$ cat src/rtl/csvt_pkg.sv
// shared types, character codes and sizes for the csv field tokenizer
package csvt_pkg;

  // character and register widths
  localparam int unsigned CharWidthDefault = 8;
  localparam int unsigned ByteW            = 8;
  localparam int unsigned DelimW           = 8;

  // result queue depth, must hold two results from one step plus some slack
  localparam int unsigned ResDepth = 4;

  // special characters
  localparam logic [ByteW-1:0] CH_NL    = 8'd10;
  localparam logic [ByteW-1:0] CH_CR    = 8'd13;
  localparam logic [ByteW-1:0] CH_QUOTE = 8'd34;
  localparam logic [ByteW-1:0] CH_NUL   = 8'd0;
  localparam logic [ByteW-1:0] DELIM_RESET = 8'd44;

  // result kinds
  typedef enum logic [1:0] {
    KIND_BYTE        = 2'd0,
    KIND_FIELD_END   = 2'd1,
    KIND_BAD_DELIM   = 2'd2,
    KIND_END_OF_DATA = 2'd3
  } kind_e;

  // one result item
  typedef struct packed {
    kind_e            kind;
    logic [ByteW-1:0] byte_out;
    logic             row_end;
    logic             last;
  } res_t;

  // parser flags carried from one character to the next
  typedef struct packed {
    logic inside_quotes;
    logic quote_run_odd;
    logic last_was_quote;
    logic field_has_chars;
    logic held_valid;
    logic row_has_field;
  } flags_t;

endpackage

$ cat src/rtl/csvt_step.sv
// per-character next-state and result logic of the tokenizer
module csvt_step #(
  parameter int unsigned CHAR_WIDTH = csvt_pkg::CharWidthDefault
) (
  input  csvt_pkg::flags_t                flags_q_i,
  input  logic [CHAR_WIDTH-1:0]           held_q_i,
  input  logic [CHAR_WIDTH-1:0]           ch_i,
  input  logic                            end_of_input_i,
  input  logic [csvt_pkg::DelimW-1:0]     delimiter_i,
  output csvt_pkg::flags_t                flags_d_o,
  output logic [CHAR_WIDTH-1:0]           held_d_o,
  output csvt_pkg::res_t                  res0_o,
  output csvt_pkg::res_t                  res1_o,
  output logic [1:0]                      res_cnt_o
);

  logic [CHAR_WIDTH-1:0] c;
  logic                  at_start;
  logic                  is_quote;
  logic                  is_nl;
  logic                  is_delim;
  logic                  bad_delim;
  csvt_pkg::res_t        byte_res;
  csvt_pkg::res_t        end_res;

  // effective character, end of input reads as newline
  assign c         = end_of_input_i ? CHAR_WIDTH'(csvt_pkg::CH_NL) : ch_i;
  assign at_start  = !flags_q_i.field_has_chars && !flags_q_i.last_was_quote;
  assign is_quote  = (c == CHAR_WIDTH'(csvt_pkg::CH_QUOTE));
  assign is_nl     = (c == CHAR_WIDTH'(csvt_pkg::CH_NL));
  assign is_delim  = (c == CHAR_WIDTH'(delimiter_i));
  assign bad_delim = delimiter_i inside {csvt_pkg::CH_NL, csvt_pkg::CH_CR,
                                         csvt_pkg::CH_NUL, csvt_pkg::CH_QUOTE};

  // held character released as a field byte
  always_comb begin
    byte_res          = '0;
    byte_res.kind     = csvt_pkg::KIND_BYTE;
    byte_res.byte_out = held_q_i[csvt_pkg::ByteW-1:0];
  end

  // field end marker, closes the row on newline
  always_comb begin
    end_res         = '0;
    end_res.kind    = csvt_pkg::KIND_FIELD_END;
    end_res.row_end = is_nl;
  end

  // state update and result selection
  always_comb begin
    flags_d_o = flags_q_i;
    held_d_o  = held_q_i;
    res0_o    = '0;
    res1_o    = '0;
    res_cnt_o = 2'd0;
    if (bad_delim) begin
      res0_o.kind = csvt_pkg::KIND_BAD_DELIM;
      res0_o.last = 1'b1;
      res_cnt_o   = 2'd1;
    end else if (end_of_input_i && !flags_q_i.field_has_chars &&
                 !flags_q_i.row_has_field) begin
      // empty row at end of stream
      flags_d_o   = '0;
      held_d_o    = '0;
      res0_o.kind = csvt_pkg::KIND_END_OF_DATA;
      res0_o.last = 1'b1;
      res_cnt_o   = 2'd1;
    end else if (!end_of_input_i && (ch_i == CHAR_WIDTH'(csvt_pkg::CH_CR))) begin
      // carriage return is dropped
    end else if (at_start && is_quote) begin
      // opening quote of a quoted field
      flags_d_o.inside_quotes  = 1'b1;
      flags_d_o.last_was_quote = 1'b1;
    end else begin
      // quote run parity, second quote of a pair cancels the held one
      if (!at_start) begin
        if (is_quote) begin
          flags_d_o.quote_run_odd = !flags_q_i.quote_run_odd;
          flags_d_o.inside_quotes = flags_q_i.quote_run_odd;
          if (flags_q_i.quote_run_odd) begin
            flags_d_o.held_valid = 1'b0;
          end
        end else begin
          flags_d_o.quote_run_odd = 1'b0;
        end
      end
      if (end_of_input_i || ((is_delim || is_nl) && !flags_d_o.inside_quotes)) begin
        // field ends, a trailing quote is removed
        if (flags_d_o.held_valid && !flags_q_i.last_was_quote) begin
          res0_o      = byte_res;
          res1_o      = end_res;
          res1_o.last = 1'b1;
          res_cnt_o   = 2'd2;
        end else begin
          res0_o      = end_res;
          res0_o.last = 1'b1;
          res_cnt_o   = 2'd1;
        end
        flags_d_o.inside_quotes   = 1'b0;
        flags_d_o.quote_run_odd   = 1'b0;
        flags_d_o.last_was_quote  = 1'b0;
        flags_d_o.field_has_chars = 1'b0;
        flags_d_o.held_valid      = 1'b0;
        flags_d_o.row_has_field   = !is_nl;
        held_d_o                  = '0;
      end else begin
        // store the character, release the previous one
        if (flags_d_o.held_valid) begin
          res0_o      = byte_res;
          res0_o.last = 1'b1;
          res_cnt_o   = 2'd1;
        end
        held_d_o                  = c;
        flags_d_o.held_valid      = 1'b1;
        flags_d_o.field_has_chars = 1'b1;
        flags_d_o.last_was_quote  = is_quote;
      end
    end
  end

endmodule

$ cat src/rtl/csvt_res_fifo.sv
// result queue that takes up to two results per cycle and gives one
module csvt_res_fifo #(
  parameter int unsigned DEPTH = csvt_pkg::ResDepth
) (
  input  logic           clk_i,
  input  logic           rst_ni,
  input  logic [1:0]     push_cnt_i,
  input  csvt_pkg::res_t push0_i,
  input  csvt_pkg::res_t push1_i,
  output logic           room_o,
  output logic           out_valid_o,
  input  logic           out_ready_i,
  output csvt_pkg::res_t out_o
);

  localparam int unsigned PtrW = $clog2(DEPTH);
  localparam int unsigned CntW = $clog2(DEPTH + 1);

  csvt_pkg::res_t mem_q [DEPTH];
  logic [PtrW-1:0] wr_ptr_q, wr_ptr_d;
  logic [PtrW-1:0] rd_ptr_q, rd_ptr_d;
  logic [CntW-1:0] count_q, count_d;
  logic            pop;

  // status and read side
  assign room_o      = (count_q <= CntW'(DEPTH - 2));
  assign out_valid_o = (count_q != '0);
  assign out_o       = mem_q[rd_ptr_q];
  assign pop         = out_valid_o && out_ready_i;

  // pointer and fill count update
  assign wr_ptr_d = wr_ptr_q + PtrW'(push_cnt_i);
  assign rd_ptr_d = rd_ptr_q + PtrW'(pop);
  assign count_d  = count_q + CntW'(push_cnt_i) - CntW'(pop);

  always_ff @(posedge clk_i or negedge rst_ni) begin
    if (!rst_ni) begin
      wr_ptr_q <= '0;
      rd_ptr_q <= '0;
      count_q  <= '0;
    end else begin
      wr_ptr_q <= wr_ptr_d;
      rd_ptr_q <= rd_ptr_d;
      count_q  <= count_d;
    end
  end

  // storage write, second result goes to the following slot
  always_ff @(posedge clk_i) begin
    if (push_cnt_i != 2'd0) begin
      mem_q[wr_ptr_q] <= push0_i;
    end
    if (push_cnt_i == 2'd2) begin
      mem_q[wr_ptr_q + PtrW'(1)] <= push1_i;
    end
  end

endmodule

$ cat src/rtl/csv_field_tokenizer_unit.sv
// csv field tokenizer top level: input register, step logic, result queue
// Latency: a character's first result passes through the input register and then the result queue.
// Throughput: one character per cycle while each gives at most one result and the result port does not stall;
//   a character that gives two results hands them out one by one at the result port.
// The step unit fires whenever the four-entry result queue has room for two results.
// Reset clears the parser flags, the held character, the queue and sets the delimiter to ','.
module csv_field_tokenizer_unit #(
  parameter int unsigned CHAR_WIDTH = csvt_pkg::CharWidthDefault
) (
  input  logic                        clk_i,
  input  logic                        rst_ni,
  input  logic                        cfg_we_i,
  input  logic [csvt_pkg::DelimW-1:0] cfg_wdata_i,
  input  logic                        in_valid_i,
  output logic                        in_ready_o,
  input  logic [CHAR_WIDTH-1:0]       ch_i,
  input  logic                        end_of_input_i,
  output logic                        out_valid_o,
  input  logic                        out_ready_i,
  output logic [1:0]                  kind_o,
  output logic [csvt_pkg::ByteW-1:0]  byte_out_o,
  output logic                        row_end_o,
  output logic                        last_o
);

  logic [csvt_pkg::DelimW-1:0] delim_q;
  logic                        in_valid_q;
  logic [CHAR_WIDTH-1:0]       ch_q;
  logic                        eoi_q;
  csvt_pkg::flags_t            flags_q, flags_d;
  logic [CHAR_WIDTH-1:0]       held_q, held_d;
  csvt_pkg::res_t              res0, res1, res_out;
  logic [1:0]                  res_cnt;
  logic                        room;
  logic                        fire;
  logic                        in_xfer;

  // step fires when a character waits and the queue can take two results
  assign fire       = in_valid_q && room;
  assign in_ready_o = !in_valid_q || fire;
  assign in_xfer    = in_valid_i && in_ready_o;

  // delimiter register
  always_ff @(posedge clk_i or negedge rst_ni) begin
    if (!rst_ni) begin
      delim_q <= csvt_pkg::DELIM_RESET;
    end else if (cfg_we_i) begin
      delim_q <= cfg_wdata_i;
    end
  end

  // input register
  always_ff @(posedge clk_i or negedge rst_ni) begin
    if (!rst_ni) begin
      in_valid_q <= 1'b0;
    end else if (in_xfer) begin
      in_valid_q <= 1'b1;
    end else if (fire) begin
      in_valid_q <= 1'b0;
    end
  end

  always_ff @(posedge clk_i) begin
    if (in_xfer) begin
      ch_q  <= ch_i;
      eoi_q <= end_of_input_i;
    end
  end

  // parser state
  always_ff @(posedge clk_i or negedge rst_ni) begin
    if (!rst_ni) begin
      flags_q <= '0;
      held_q  <= '0;
    end else if (fire) begin
      flags_q <= flags_d;
      held_q  <= held_d;
    end
  end

  csvt_step #(
    .CHAR_WIDTH(CHAR_WIDTH)
  ) u_step (
    .flags_q_i      (flags_q),
    .held_q_i       (held_q),
    .ch_i           (ch_q),
    .end_of_input_i (eoi_q),
    .delimiter_i    (delim_q),
    .flags_d_o      (flags_d),
    .held_d_o       (held_d),
    .res0_o         (res0),
    .res1_o         (res1),
    .res_cnt_o      (res_cnt)
  );

  csvt_res_fifo #(
    .DEPTH(csvt_pkg::ResDepth)
  ) u_fifo (
    .clk_i       (clk_i),
    .rst_ni      (rst_ni),
    .push_cnt_i  (fire ? res_cnt : 2'd0),
    .push0_i     (res0),
    .push1_i     (res1),
    .room_o      (room),
    .out_valid_o (out_valid_o),
    .out_ready_i (out_ready_i),
    .out_o       (res_out)
  );

  // result fields
  assign kind_o     = res_out.kind;
  assign byte_out_o = res_out.byte_out;
  assign row_end_o  = res_out.row_end;
  assign last_o     = res_out.last;

endmodule

$ cat config.mk
export PLATFORM = sky130hd
export DESIGN_NAME = csv_field_tokenizer_unit
export DESIGN_NICKNAME = d
export VERILOG_FILES = /design/src/rtl/csvt_pkg.sv /design/src/rtl/csvt_step.sv /design/src/rtl/csvt_res_fifo.sv /design/src/rtl/csv_field_tokenizer_unit.sv
export SDC_FILE = /design/constraint.sdc
export NUM_CORES = 1
export LEC_CHECK = 0
export BUFFER_PORTS_ARGS = -buffer_cell sky130_fd_sc_hd__buf_2
export CORE_AREA = 2 2 89 91
export DETAILED_ROUTE_END_ITERATION = 10
export DIE_AREA = 0 0 91 93
export PLACE_DENSITY = 0.88
export SYNTH_ARGS = -nofsm -noshare
export SYNTH_HDL_FRONTEND = slang
export SYNTH_SLANG_ARGS = --single-unit
$ cat constraint.sdc
create_clock -name clk_i -period 4.5 [get_ports clk_i]
set_input_delay 0.225 -clock clk_i [delete_from_list [all_inputs] [get_ports clk_i]]
set_output_delay 0.225 -clock clk_i [all_outputs]
set_load 0.03 [all_outputs]
==> results of run 1 <==
==> power groups by stage <==
stage,sequential (uW),clock (uW),combinational [uW]
after floorplan,1200,0,1170
after global placement,1310,0,1310
after detailed placement,1330,0,1360
after CTS,1310,515,1370
after global routing,1350,552,1520
final,1320,510,1360
==> cell type report <==
type / instances / share of cell area [%]
Clock inverter: 7 / 1.19
Inverter: 15 / 1.19
Timing Repair Buffer: 40 / 4.56
Tap cell: 102 / 2.70
Multi-Input combinational cell: 288 / 43.6
Sequential cell: 86 / 44.1
Clock buffer: 9 / 2.62
==> layout by cell type, fill, tap and decap left out, types with 10 or more instances in the layout <==
master / netlist / final
a31oi_1: 12 / 12
and2_1: 10 / 10
buf_2: 5 / 35
dfrtp_1: 26 / 26
dfxtp_1: 36 / 36
edfxtp_1: 21 / 21
inv_1: 15 / 15
mux2i_1: 28 / 28
mux4_2: 12 / 12
nand2_1: 87 / 87
nand3_1: 10 / 10
nor2_1: 12 / 12
o21ai_0: 11 / 11
==> metrics by stage <==
step / cell area [um^2] / hold slack [ns] / utilization (%)
3_3_place_gp: 4530 / 0.283 / 60.2
3_5_place_dp: 4530 / 0.293 / 60.2
2_1_floorplan: 4340 / -0.0706 / -
6_report: 4720 / 0.0219 / 62.7
5_1_grt: 4720 / 0.00799 / 62.7
4_1_cts: 4720 / 0.0161 / 62.7
==> sequential cells by signal, indices dropped and copies added, names as in the netlist <==
name,cells
u_fifo.rd_ptr_q,2
delim_q,8
ch_q,8
u_fifo.count_q,3
eoi_q,1
u_fifo.wr_ptr_q,2
flags_q,5
u_fifo.mem_q,48
in_valid_q,1
held_q,8
==> cells by family (layout without fill, tap and decap cells) <==
logic type      Yosys count  in the layout  synth area share [%]
simple gates            167            167                  19.5
mux                      47             47                  14.5
flops                    86             86                  48.0
buf+inv                  39             71                  4.56
xor+xnor                 10             10                  2.02
fa+ha+maj                 6              6                  1.90
compound gates           58             58                  9.49
==> layer usage <==
| metal | GRT usage [%] | share of wire (%) |
|---|---|---|
| met1 | 30.4 | 44 |
| met2 | 38.9 | 50 |
| met3 | 5.32 | 4.8 |
| met4 | 7.70 | 1.9 |
| met5 | 0 | 0 |
==> worst max-delay path: cells and delay by family, from the launching register on <==
| kind | cells | cell delay (ns) |
|---|---|---|
| AO/OA/AOI/OAI | 4 | 1.38 |
| adder cells (fa/ha/maj) | 3 | 0.86 |
| XOR/XNOR | 2 | 0.33 |
| AND/OR/NAND/NOR | 2 | 1.04 |
| buffers and inverters | 1 | 0.04 |
| flip-flops | 1 | 0.49 |
==> worst max path at each step <==
stage                     cells past startpoint                 to
after floorplan                              13  u_fifo.count_q[2]
after detailed placement                     12  u_fifo.count_q[2]
after CTS                                    12  u_fifo.count_q[2]
after global routing                         12  u_fifo.count_q[2]
final                                        12  u_fifo.count_q[2]
after global placement                       13  u_fifo.count_q[2]
==> what timing repair did <==
| item | 4_1_cts | 5_1_grt |
|---|---|---|
| endpoints found under the setup margin | 0 | 1 |
| gates resized for setup | 0 | 1 |
| buffers inserted | 0 | 0 |
| hold buffers | 1 | 0 |
| endpoints found under the hold margin | 26 | 0 |
==> summary.md, run 1 <==
| Metric | Value |
|---|---|
| Status | complete, no violations |
| Post-DR vias/cell | ~5.8 |
| WL per Instance | around 17 um |
| RSZ-0062 raised after global routing | no |
| FFs w/ async S/R, synth | ~34% |
| Post-Syn Instances | 413 |
| Most frequent cell after synthesis | nand2_1 |
| Maxcap violations | 0 |
| CTS root buf | clkbuf_8 |
| I/O Buffers | 35 |
| Initial drt markers | 242 |
| Worst-Skew Late Latency | 0.37 ns |
| Crit. End Element | flop |
| ANT nets after route | 0 |
| Synth unique cells | 60 |
| Worst-margin pin slew | a little under 1 ns |
| Syn_nets | 441 |
| Congestion Overflow GR | 0 |
| Multi-input gate area | 2060 um^2 |
| Maximum vdd drop | 294 uV |
| Hold path depth | 1 |
| Reg-to-reg endpoint | u_fifo.count_q[2] |
| Static Leak | 0.00208 uW |
| Placed cells | 530 |
| CTS tree | built |
| CP required | roughly 4.8 ns |
| Die area | 8460 um^2 |
| Prevailing post-synth register cell | dfxtp_1 |
| CTS Buf Count | 9 |
| Main area contributors after synthesis | dfxtp_1 (17%), dfrtp_1 (15%), edfxtp_1 (15%) |
| Drt total wl | around 9100 um |
| Placement Setup Slack | 0.329 ns |
| Max Slew Vio Count | 0 |
| Reg-to-Reg Start | ch_q[7] |
| Area of the core | 7530 um^2 |
| Worst Setup Slack, final | 0.282 ns |
| Comb pwr share | 42.7% |
| Period utilisation layout | a little over nine tenths |
| Slowest library cell on the worst path | or4b_4 |
| Crit path launch type | flop |
| Switching share of power | between 40 and 50% |
| Average size of a mapped cell | 10.5 um^2 |
| Seq/Total Area, Yosys | 48.0% |
| Initial Utilization | 57.6% |
| CP Max Fanout | 15 |
| Layout Nets | ~470 |
| Number of synthesized flops with an enable pin | 21 |
| Initial antenna violation count | 0 |
| Rel. slew slack | 35.8% |
| ANT cells | 0 |
| DRC viols | 0 |
| Critical path class | flop to flop |
| Clock skew | 0.0151 ns |
| Crit path from | ch_q[7] |
| Routability cong. | approximately 0.9 |
| Syn Std Cell Area | 4340 um^2 |
| GRT Total Usage | a little under a quarter |
| Net Switching | approximately 1400 uW |
| Worst min path class | input pin to flop |
| #FFs+latches synth | 86 |
| Layout area overhead | 8.83% |
| Final-report hold violation count | 0 |
| Post-synth top area share | between 10% and 20% |
| IO Count | 36 |
| Seq. cell area | ~2100 um^2 |
| CTS Sinks | 86 |
| Row count | 32 |
| Die Y | 93 um |
| # fillers | ~640 |
| Cell Pwr Density | around 680 nW/um^2 |
| CP Data Arrival Time | approximately 4.5 ns |
| Setup TNS | 0 ns |
| Yosys warns | 0 |
| Setup violations, final | 0 |
| Clock network power share | between 10% and 20% |
| Layout cells sized above 1 | between 20% and 30% |
| R2r setup slk | approximately 0.28 ns |
| Internal Power | approximately 1800 uW |
| Post-synth top cells | nand2_1 (87), dfxtp_1 (36), mux2i_1 (28), dfrtp_1 (26), edfxtp_1 (21) |
| Total chip power | 3190 uW |
| # H-tree levels | 3 |
| FMAX | approximately 240 MHz |
| Minimum clock period after layout | between 4 and 5 ns |
| Routed via count | 3198 |
| Critical-path cell list | or4b_4 -> o31ai_1 -> a41oi_1 -> or2_1 -> a211o_2 -> a21o_1 -> ha_1 -> inv_1 -> ha_1 -> fa_1 -> xnor2_1 -> xnor2_1 |
| Hold Startpoint | ch_i[5] |
| Reg2Reg Depth | 12 |
| Largest net degree at the start of global routing | 30 |
| CTS clock-pin slew for the worst setup and hold paths | 0.09 ns |
| Yosys top cell by area | dfxtp_1 |
| DR pass1 iterations | 5 |
| Vias in the first global route | 3227 |
| First-pass GRT wire length | around 16000 um |
| Dpl hpwl | approximately 6500 um |
| Clock Path Buffers | 2 |
| Non-Filler Instances | about 550 |
| Sequential power share | roughly two fifths |
| Max stage delay on crit path | a little over 0.6 ns |
| Worst hold endpoint | ch_q[5] |
| Die width | a little over 90 um |
Note: power is estimated with default switching activity, not from simulation.
==> run 2: changes to the inputs <==
--- a/config.mk
+++ b/config.mk
@@ -6,10 +6,12 @@
 export NUM_CORES = 1
 export LEC_CHECK = 0
 export BUFFER_PORTS_ARGS = -buffer_cell sky130_fd_sc_hd__buf_2
-export CORE_AREA = 2 2 89 91
+export CELL_PAD_IN_SITES_DETAIL_PLACEMENT = 1
+export CELL_PAD_IN_SITES_GLOBAL_PLACEMENT = 1
+export CORE_AREA = 2 2 100 102
 export DETAILED_ROUTE_END_ITERATION = 10
-export DIE_AREA = 0 0 91 93
-export PLACE_DENSITY = 0.88
+export DIE_AREA = 0 0 102 104
+export PLACE_DENSITY = 0.87
 export SYNTH_ARGS = -nofsm -noshare
 export SYNTH_HDL_FRONTEND = slang
 export SYNTH_SLANG_ARGS = --single-unit
==> run 2 against run 1 <==
  * Critical path depth unchanged
  * Wire length up 17%
  * Via count up 2.4%
  * Non-clock buffer count up 3
  * Maximum frequency up 4.4%
  * First-iteration DRC count down 57%
  * Critical path type unchanged
==> summary.md, run 2 (synthesized netlist as in run 1, its figures left out) <==
| Metric | Value |
|---|---|
| Status | complete, no violations |
| Drt total wl | 10700 um (+17%) |
| Rel. slew slack | 26.2% (-9.5 points) |
| Internal Power | 1990 uW (+8.2%) |
| CTS tree | built |
| Die area | 10600 um^2 (+25%) |
| Initial Utilization | 45.4% (-12 points) |
| Setup TNS | 0 ns (unchanged) |
| # H-tree levels | 3 (unchanged) |
| Multi-input gate area | 2060 um^2 (about the same) |
| Non-Filler Instances | 581 (+6.2%) |
| Final-report hold violation count | 0 (unchanged) |
| Post-CTS Setup Bufs | 0 (unchanged) |
| CTS Sinks | 86 (unchanged) |
| Die width | 102 um (+12%) |
| Maxcap violations | 0 (unchanged) |
| Largest reg by FF count | u_fifo.mem_q |
| Minimum clock period after layout | 4.04 ns (-0.177 ns) |
| ANT nets after route | 0 (unchanged) |
| Worst Setup Slack, final | 0.460 ns (+0.177 ns) |
| DRC viols | 0 (unchanged) |
| CTS root buf | clkbuf_8 |
| GRT Total Usage | 21.8% (-1.5 points) |
| Placed cells | 564 (+6.4%) |
| Placement Setup Slack | 0.520 ns (+0.192 ns) |
| Post-DR vias/cell | 5.64 (-3.6%) |
| Period utilisation layout | 89.8% (-3.9 points) |
| Comb pwr share | 41.9% (-0.8 points) |
| Critical path class | flop to flop |
| Net Switching | 1390 uW (+3.1%) |
| CTS Buf Count | 9 (unchanged) |
| Clock network power share | 19.0% (+3.0 points) |
| Largest net degree at the start of global routing | 30 (unchanged) |
| Clock Path Buffers | 2 (unchanged) |
| CP required | 4.78 ns (-0.02 ns) |
| IO Count | 36 (unchanged) |
| Switching share of power | 41.2% (-1.2 points) |
| Die Y | 104 um (+12%) |
| Crit path launch type | flop |
| Setup violations, final | 0 (unchanged) |
| Maximum vdd drop | 263 uV (-11%) |
| Worst min path class | input pin to flop |
| Hold_ws | 0.0287 ns (+0.00680 ns) |
| Initial antenna violation count | 0 (unchanged) |
| Cell Pwr Density | 698 nW/um^2 (+3.4%) |
| Congestion Overflow GR | 0 (unchanged) |
| Routability cong. | 0.887 (-3.0%) |
| Layout Nets | 471 (+0.64%) |
| Layout area overhead | 11.7% |
| Most common cell after layout, fill and taps aside | nand2_1 |
| Static Leak | 0.00213 uW (+2.3%) |
| CP Data Arrival Time | 4.32 ns (-0.19 ns) |
| WL per Instance | 18.4 um (+10%) |
| Layout cells sized above 1 | 22.1% (+0.30 points) |
| ANT cells | 0 (unchanged) |
| R2r setup slk | 0.46 ns (+0.18 ns) |
| Max reg flops | 48 (unchanged) |
| Clock skew | 0.00990 ns (-0.00521 ns) |
| Crit. End Element | flop |
| RSZ-0062 raised after global routing | no |
| Vias in the first global route | 3673 (+14%) |
| First-pass GRT wire length | 17900 um (+15%) |
| Worst-Skew Late Latency | 0.36 ns (about the same) |
| Row count | 36 (+13%) |
| Final core occ | 50.7% (-12 points) |
| Max Slew Vio Count | 0 (unchanged) |
| Seq. cell area | 2080 um^2 (unchanged) |
| FMAX | 248 MHz (+4.4%) |
| Worst-margin pin slew | 1.10 ns (+0.143 ns) |
| Sequential power share | 39.1% (-2.2 points) |
| I/O Buffers | 35 (unchanged) |
| Area of the core | 9550 um^2 (+27%) |
| Commonest cells after routing, fill and taps aside | nand2_1 (87), dfxtp_1 (36), buf_2 (35), mux2i_1 (28), dfrtp_1 (26) |
| Routed via count | 3276 (+2.4%) |
| DR pass1 iterations | 4 (-1) |
| CTS clock-pin slew for the worst setup and hold paths | 0.09 ns (about the same) |
| # fillers | 1081 (+68%) |
| Initial drt markers | 104 (-57%) |
| Dpl hpwl | 8010 um (+23%) |
| CP Max Fanout | 11 (-4) |
==> run 2: cell types whose count changed in the layout (fill, tap and decap cells not counted), sizes merged <==
| cell | previous run | this run |
|---|---|---|
| clkbuf | 9 | 12 |
| clkinv | 3 | 1 |
| bufinv | 0 | 1 |
| clkinvlp | 1 | 0 |
| buf | 39 | 42 |
| inv | 18 | 17 |
==> run 2: layer usage <==
layer / GRT usage [%] / share of wire [%]
met4: 7.52 / 1.5
met1: 26.2 / 43
met3: 4.77 / 3.8
met2: 38.0 / 52
met5: 0 / 0
==> run 2: final timing paths <==
| check | endpoint | start | cells past startpoint |
|---|---|---|---|
| worst max-delay path | u_fifo.count_q[2] | ch_q[0] | 12 |
| worst min-delay path | ch_q[2] | ch_i[2] | 1 |
| worst max register to register | u_fifo.count_q[2] | ch_q[0] | 12 |
| worst min register to register | u_fifo.mem_q[0][7] | u_fifo.mem_q[0][7] | 2 |
| max in group asynchronous | u_fifo.wr_ptr_q[1] | rst_ni | 2 |
| min in group asynchronous | flags_q[2] | rst_ni | 2 |
==> run 2: final cells by class <==
| class | count | share of cell area, % |
|---|---|---|
| timing repair buffer | 43 | 4.91 |
| multi-input combinational | 288 | 42.5 |
| clock buffer | 12 | 3.87 |
| sequential | 86 | 43.0 |
| inverter | 15 | 1.16 |
| clock inverter | 4 | 1.16 |
| tap | 133 | 3.44 |
==> run 2: power by group through the flow <==
stage               sequential (uW)  combinational [uW]  clock (uW)
global route                   1370                1570         687
global placement               1320                1350           0
CTS                            1330                1440         652
finish                         1320                1420         642
detailed placement             1340                1430           0
floorplan                      1200                1170           0
==> run 2: worst max-delay path, cell delays in order (launching register included) <==
cell and delay, ns:
edfxtp_1 0.48, or4b_4 0.62, o31ai_1 0.39, a41oi_1 0.18, or2_1 0.43, a211o_1 0.36, a21o_1 0.24, ha_1 0.30
inv_1 0.04, ha_1 0.20, fa_1 0.38, xnor2_1 0.19, xnor2_1 0.15
==> run 2: stage by stage <==
step	cell area (um^2)	power, uW
after CTS	4840	3410
after floorplan	4340	2370
after global placement	4590	2670
after global routing	4840	3620
after detailed placement	4590	2770
final	4840	3380
==> run 2: repair_timing <==
item                      4_1_cts  5_1_grt
hold buffers                    1        0
hold endpoints to repair       26        0
resized for setup               0        0
==> run 3: changes to the inputs <==
--- a/config.mk
+++ b/config.mk
@@ -8,10 +8,11 @@
 export BUFFER_PORTS_ARGS = -buffer_cell sky130_fd_sc_hd__buf_2
 export CELL_PAD_IN_SITES_DETAIL_PLACEMENT = 1
 export CELL_PAD_IN_SITES_GLOBAL_PLACEMENT = 1
-export CORE_AREA = 2 2 100 102
+export CORE_AREA = 2 2 96 98
 export DETAILED_ROUTE_END_ITERATION = 10
-export DIE_AREA = 0 0 102 104
-export PLACE_DENSITY = 0.87
+export DIE_AREA = 0 0 98 100
+export PLACE_DENSITY = 0.93
+export SLEW_MARGIN = 0
 export SYNTH_ARGS = -nofsm -noshare
 export SYNTH_HDL_FRONTEND = slang
 export SYNTH_SLANG_ARGS = --single-unit
==> constraint.sdc (replaced) <==
create_clock -name clk_i -period 5.18 [get_ports clk_i]
set_input_delay 0.259 -clock clk_i [delete_from_list [all_inputs] [get_ports clk_i]]
set_output_delay 0.259 -clock clk_i [all_outputs]
set_load 0.03 [all_outputs]
==> run 3 against run 2 <==
  * Sequential cell count unchanged
  * Critical endpoint unchanged
  * Die area shrank 7.6%
  * Clock-buffer cell count down 1
  * Clock power fell by 19%
  * Final cell count decreased by 4.8%
  * Maximum frequency decreased by 6.0%
  * Combinational power fell by 16%
  * Non-clock buffer count decreased by 6
  * Sequential share of layout area grew 0.93 points
  * Critical path type unchanged
  * Via count is 1.4% lower
==> summary.md, run 3 (synthesized netlist as in run 1, its figures left out) <==
| Metric | Value |
|---|---|
| Critical path class | flop to flop |
| Die Y | 100 um (-3.8%) |
| DR pass1 iterations | 4 (unchanged) |
| CTS root buf | clkbuf_8 |
| Vias in the first global route | 3584 (-2.4%) |
| RSZ-0062 raised after global routing | no |
| Cell Pwr Density | 607 nW/um^2 (-13%) |
| Post-DR vias/cell | 5.84 (+3.6%) |
| IO Count | 36 (unchanged) |
| Worst min path class | input pin to flop |
| Dpl hpwl | 7630 um (-4.8%) |
| Minimum clock period after layout | 4.30 ns (+0.259 ns) |
| Worst-margin pin slew | 1.03 ns (-0.0707 ns) |
| CTS tree | built |
| Initial antenna violation count | 0 (unchanged) |
| Final core occ | 53.3% (+2.6 points) |
| Max reg flops | 48 (unchanged) |
| # H-tree levels | 3 (unchanged) |
| First-pass GRT wire length | 17800 um (-0.81%) |
| Largest reg by FF count | u_fifo.mem_q |
| Clock skew | 0.00927 ns (-0.000633 ns) |
| Total chip power | 2880 uW (-15%) |
| Crit. End Element | flop |
| CP Data Arrival Time | 4.59 ns (+0.27 ns) |
| Clock Path Buffers | 2 (unchanged) |
| R2r setup slk | 0.88 ns (+0.42 ns) |
| Routed via count | 3229 (-1.4%) |
| Maxcap violations | 0 (unchanged) |
| Die width | 98 um (-3.9%) |
| Maximum vdd drop | 227 uV (-14%) |
| Area of the core | 8890 um^2 (-6.9%) |
| Layout cells sized above 1 | 21.0% (-1.1 points) |
| CP Max Fanout | 15 (+4) |
| CTS clock-pin slew for the worst setup and hold paths | 0.09 ns (about the same) |
| Initial drt markers | 66 (-37%) |
| Rel. slew slack | 30.9% (+4.7 points) |
| CP required | 5.47 ns (+0.69 ns) |
| ANT cells | 0 (unchanged) |
| I/O Buffers | 35 (unchanged) |
| CTS Buf Count | 9 (unchanged) |
| ANT nets after route | 0 (unchanged) |
| DRC viols | 0 (unchanged) |
| Final-report hold violation count | 0 (unchanged) |
| Max Slew Vio Count | 0 (unchanged) |
| WL per Instance | 18.9 um (+2.7%) |
| Row count | 35 (-2.8%) |
| Congestion Overflow GR | 0 (unchanged) |
| Setup TNS | 0 ns (unchanged) |
| Initial Utilization | 48.8% (+3.4 points) |
| Setup violations, final | 0 (unchanged) |
| Period utilisation layout | 83.0% (-6.8 points) |
| Die area | 9800 um^2 (-7.6%) |
| CTS Sinks | 86 (unchanged) |
| Worst-Skew Late Latency | 0.37 ns (about the same) |
| Largest net degree at the start of global routing | 30 (unchanged) |
| GRT Total Usage | 22.8% (+1.0 points) |
| Most common cell after layout, fill and taps aside | nand2_1 |
| Static Leak | 0.00209 uW (-2.0%) |
| Commonest cells after routing, fill and taps aside | nand2_1 (87), dfxtp_1 (36), buf_2 (35), mux2i_1 (28), dfrtp_1 (26) |
| Crit path launch type | flop |
| FMAX | 233 MHz (-6.0%) |
| Drt total wl | 10400 um (-2.3%) |
| Layout Nets | 465 (-1.3%) |
| Layout area overhead | 9.32% |
| Status | complete, no violations |
| Routability cong. | 0.821 (-7.4%) |
## run 3: changes by cell type in the layout (fill, tap and decap cells not counted), sizes merged
cell    before  now
buf         42   36
clkbuf      12   11
inv         17   18
## run 3: what timing repair did
item	in CTS	in global routing
endpoints found under the hold margin	26	0
setup buffers	0	0
resized for setup	0	0
hold buffers	1	0
## run 3: layer usage
metal	vias to the layer above	share of wire, %	global-route usage [%]
li1	1536	-	-
met2	67	52	41.1
met5	-	0	0
met3	18	3.7	4.60
met4	0	1.8	7.26
met1	1608	43	27.6
## run 3: worst max-delay path: stages, from the launching register on
cell and delay (ns):
edfxtp_1 0.48, or4b_4 0.62, o31ai_1 0.41, a41oi_1 0.18
or2_1 0.43, a211o_1 0.53, a21o_1 0.32, ha_1 0.29
inv_1 0.04, ha_1 0.20, fa_1 0.40, xnor2_1 0.18
xnor2_1 0.14
## run 3: cell type report
cell class | instances | area, um^2
Fill cell | 991 | 4150
Sequential cell | 86 | 2080
Clock inverter | 5 | 62.6
Clock buffer | 11 | 151
Inverter | 15 | 56.3
Timing Repair Buffer | 37 | 193
Multi-Input combinational cell | 288 | 2060
Tap cell | 111 | 139
## run 3: path summary, 6_finish.rpt
path	startpoint	end	cells past startpoint
worst max register to register	ch_q[0]	u_fifo.count_q[2]	12
min in group asynchronous	rst_ni	in_valid_q	2
worst max-delay path	ch_q[0]	u_fifo.count_q[2]	12
worst min register to register	u_fifo.mem_q[3][2]	u_fifo.mem_q[3][2]	2
max in group asynchronous	rst_ni	u_fifo.rd_ptr_q[1]	2
worst min-delay path	ch_i[6]	ch_q[6]	1
## run 3: stage by stage
step                      cell area, um^2  setup WS (ns)  std cells  hold slack, ns
final                                4740          0.881        553          0.0605
after floorplan                      4340           1.53        413         -0.0366
after CTS                            4740          0.875        553          0.0543
after detailed placement             4520          0.914        536           0.324
after global routing                 4740          0.575        553          0.0487
after global placement               4520           1.16        536           0.325
## run 3: power breakdown
group	switching, uW	internal [uW]	total (uW)
Clock	266	254	520
Combinational	707	487	1190
Sequential	237	925	1160
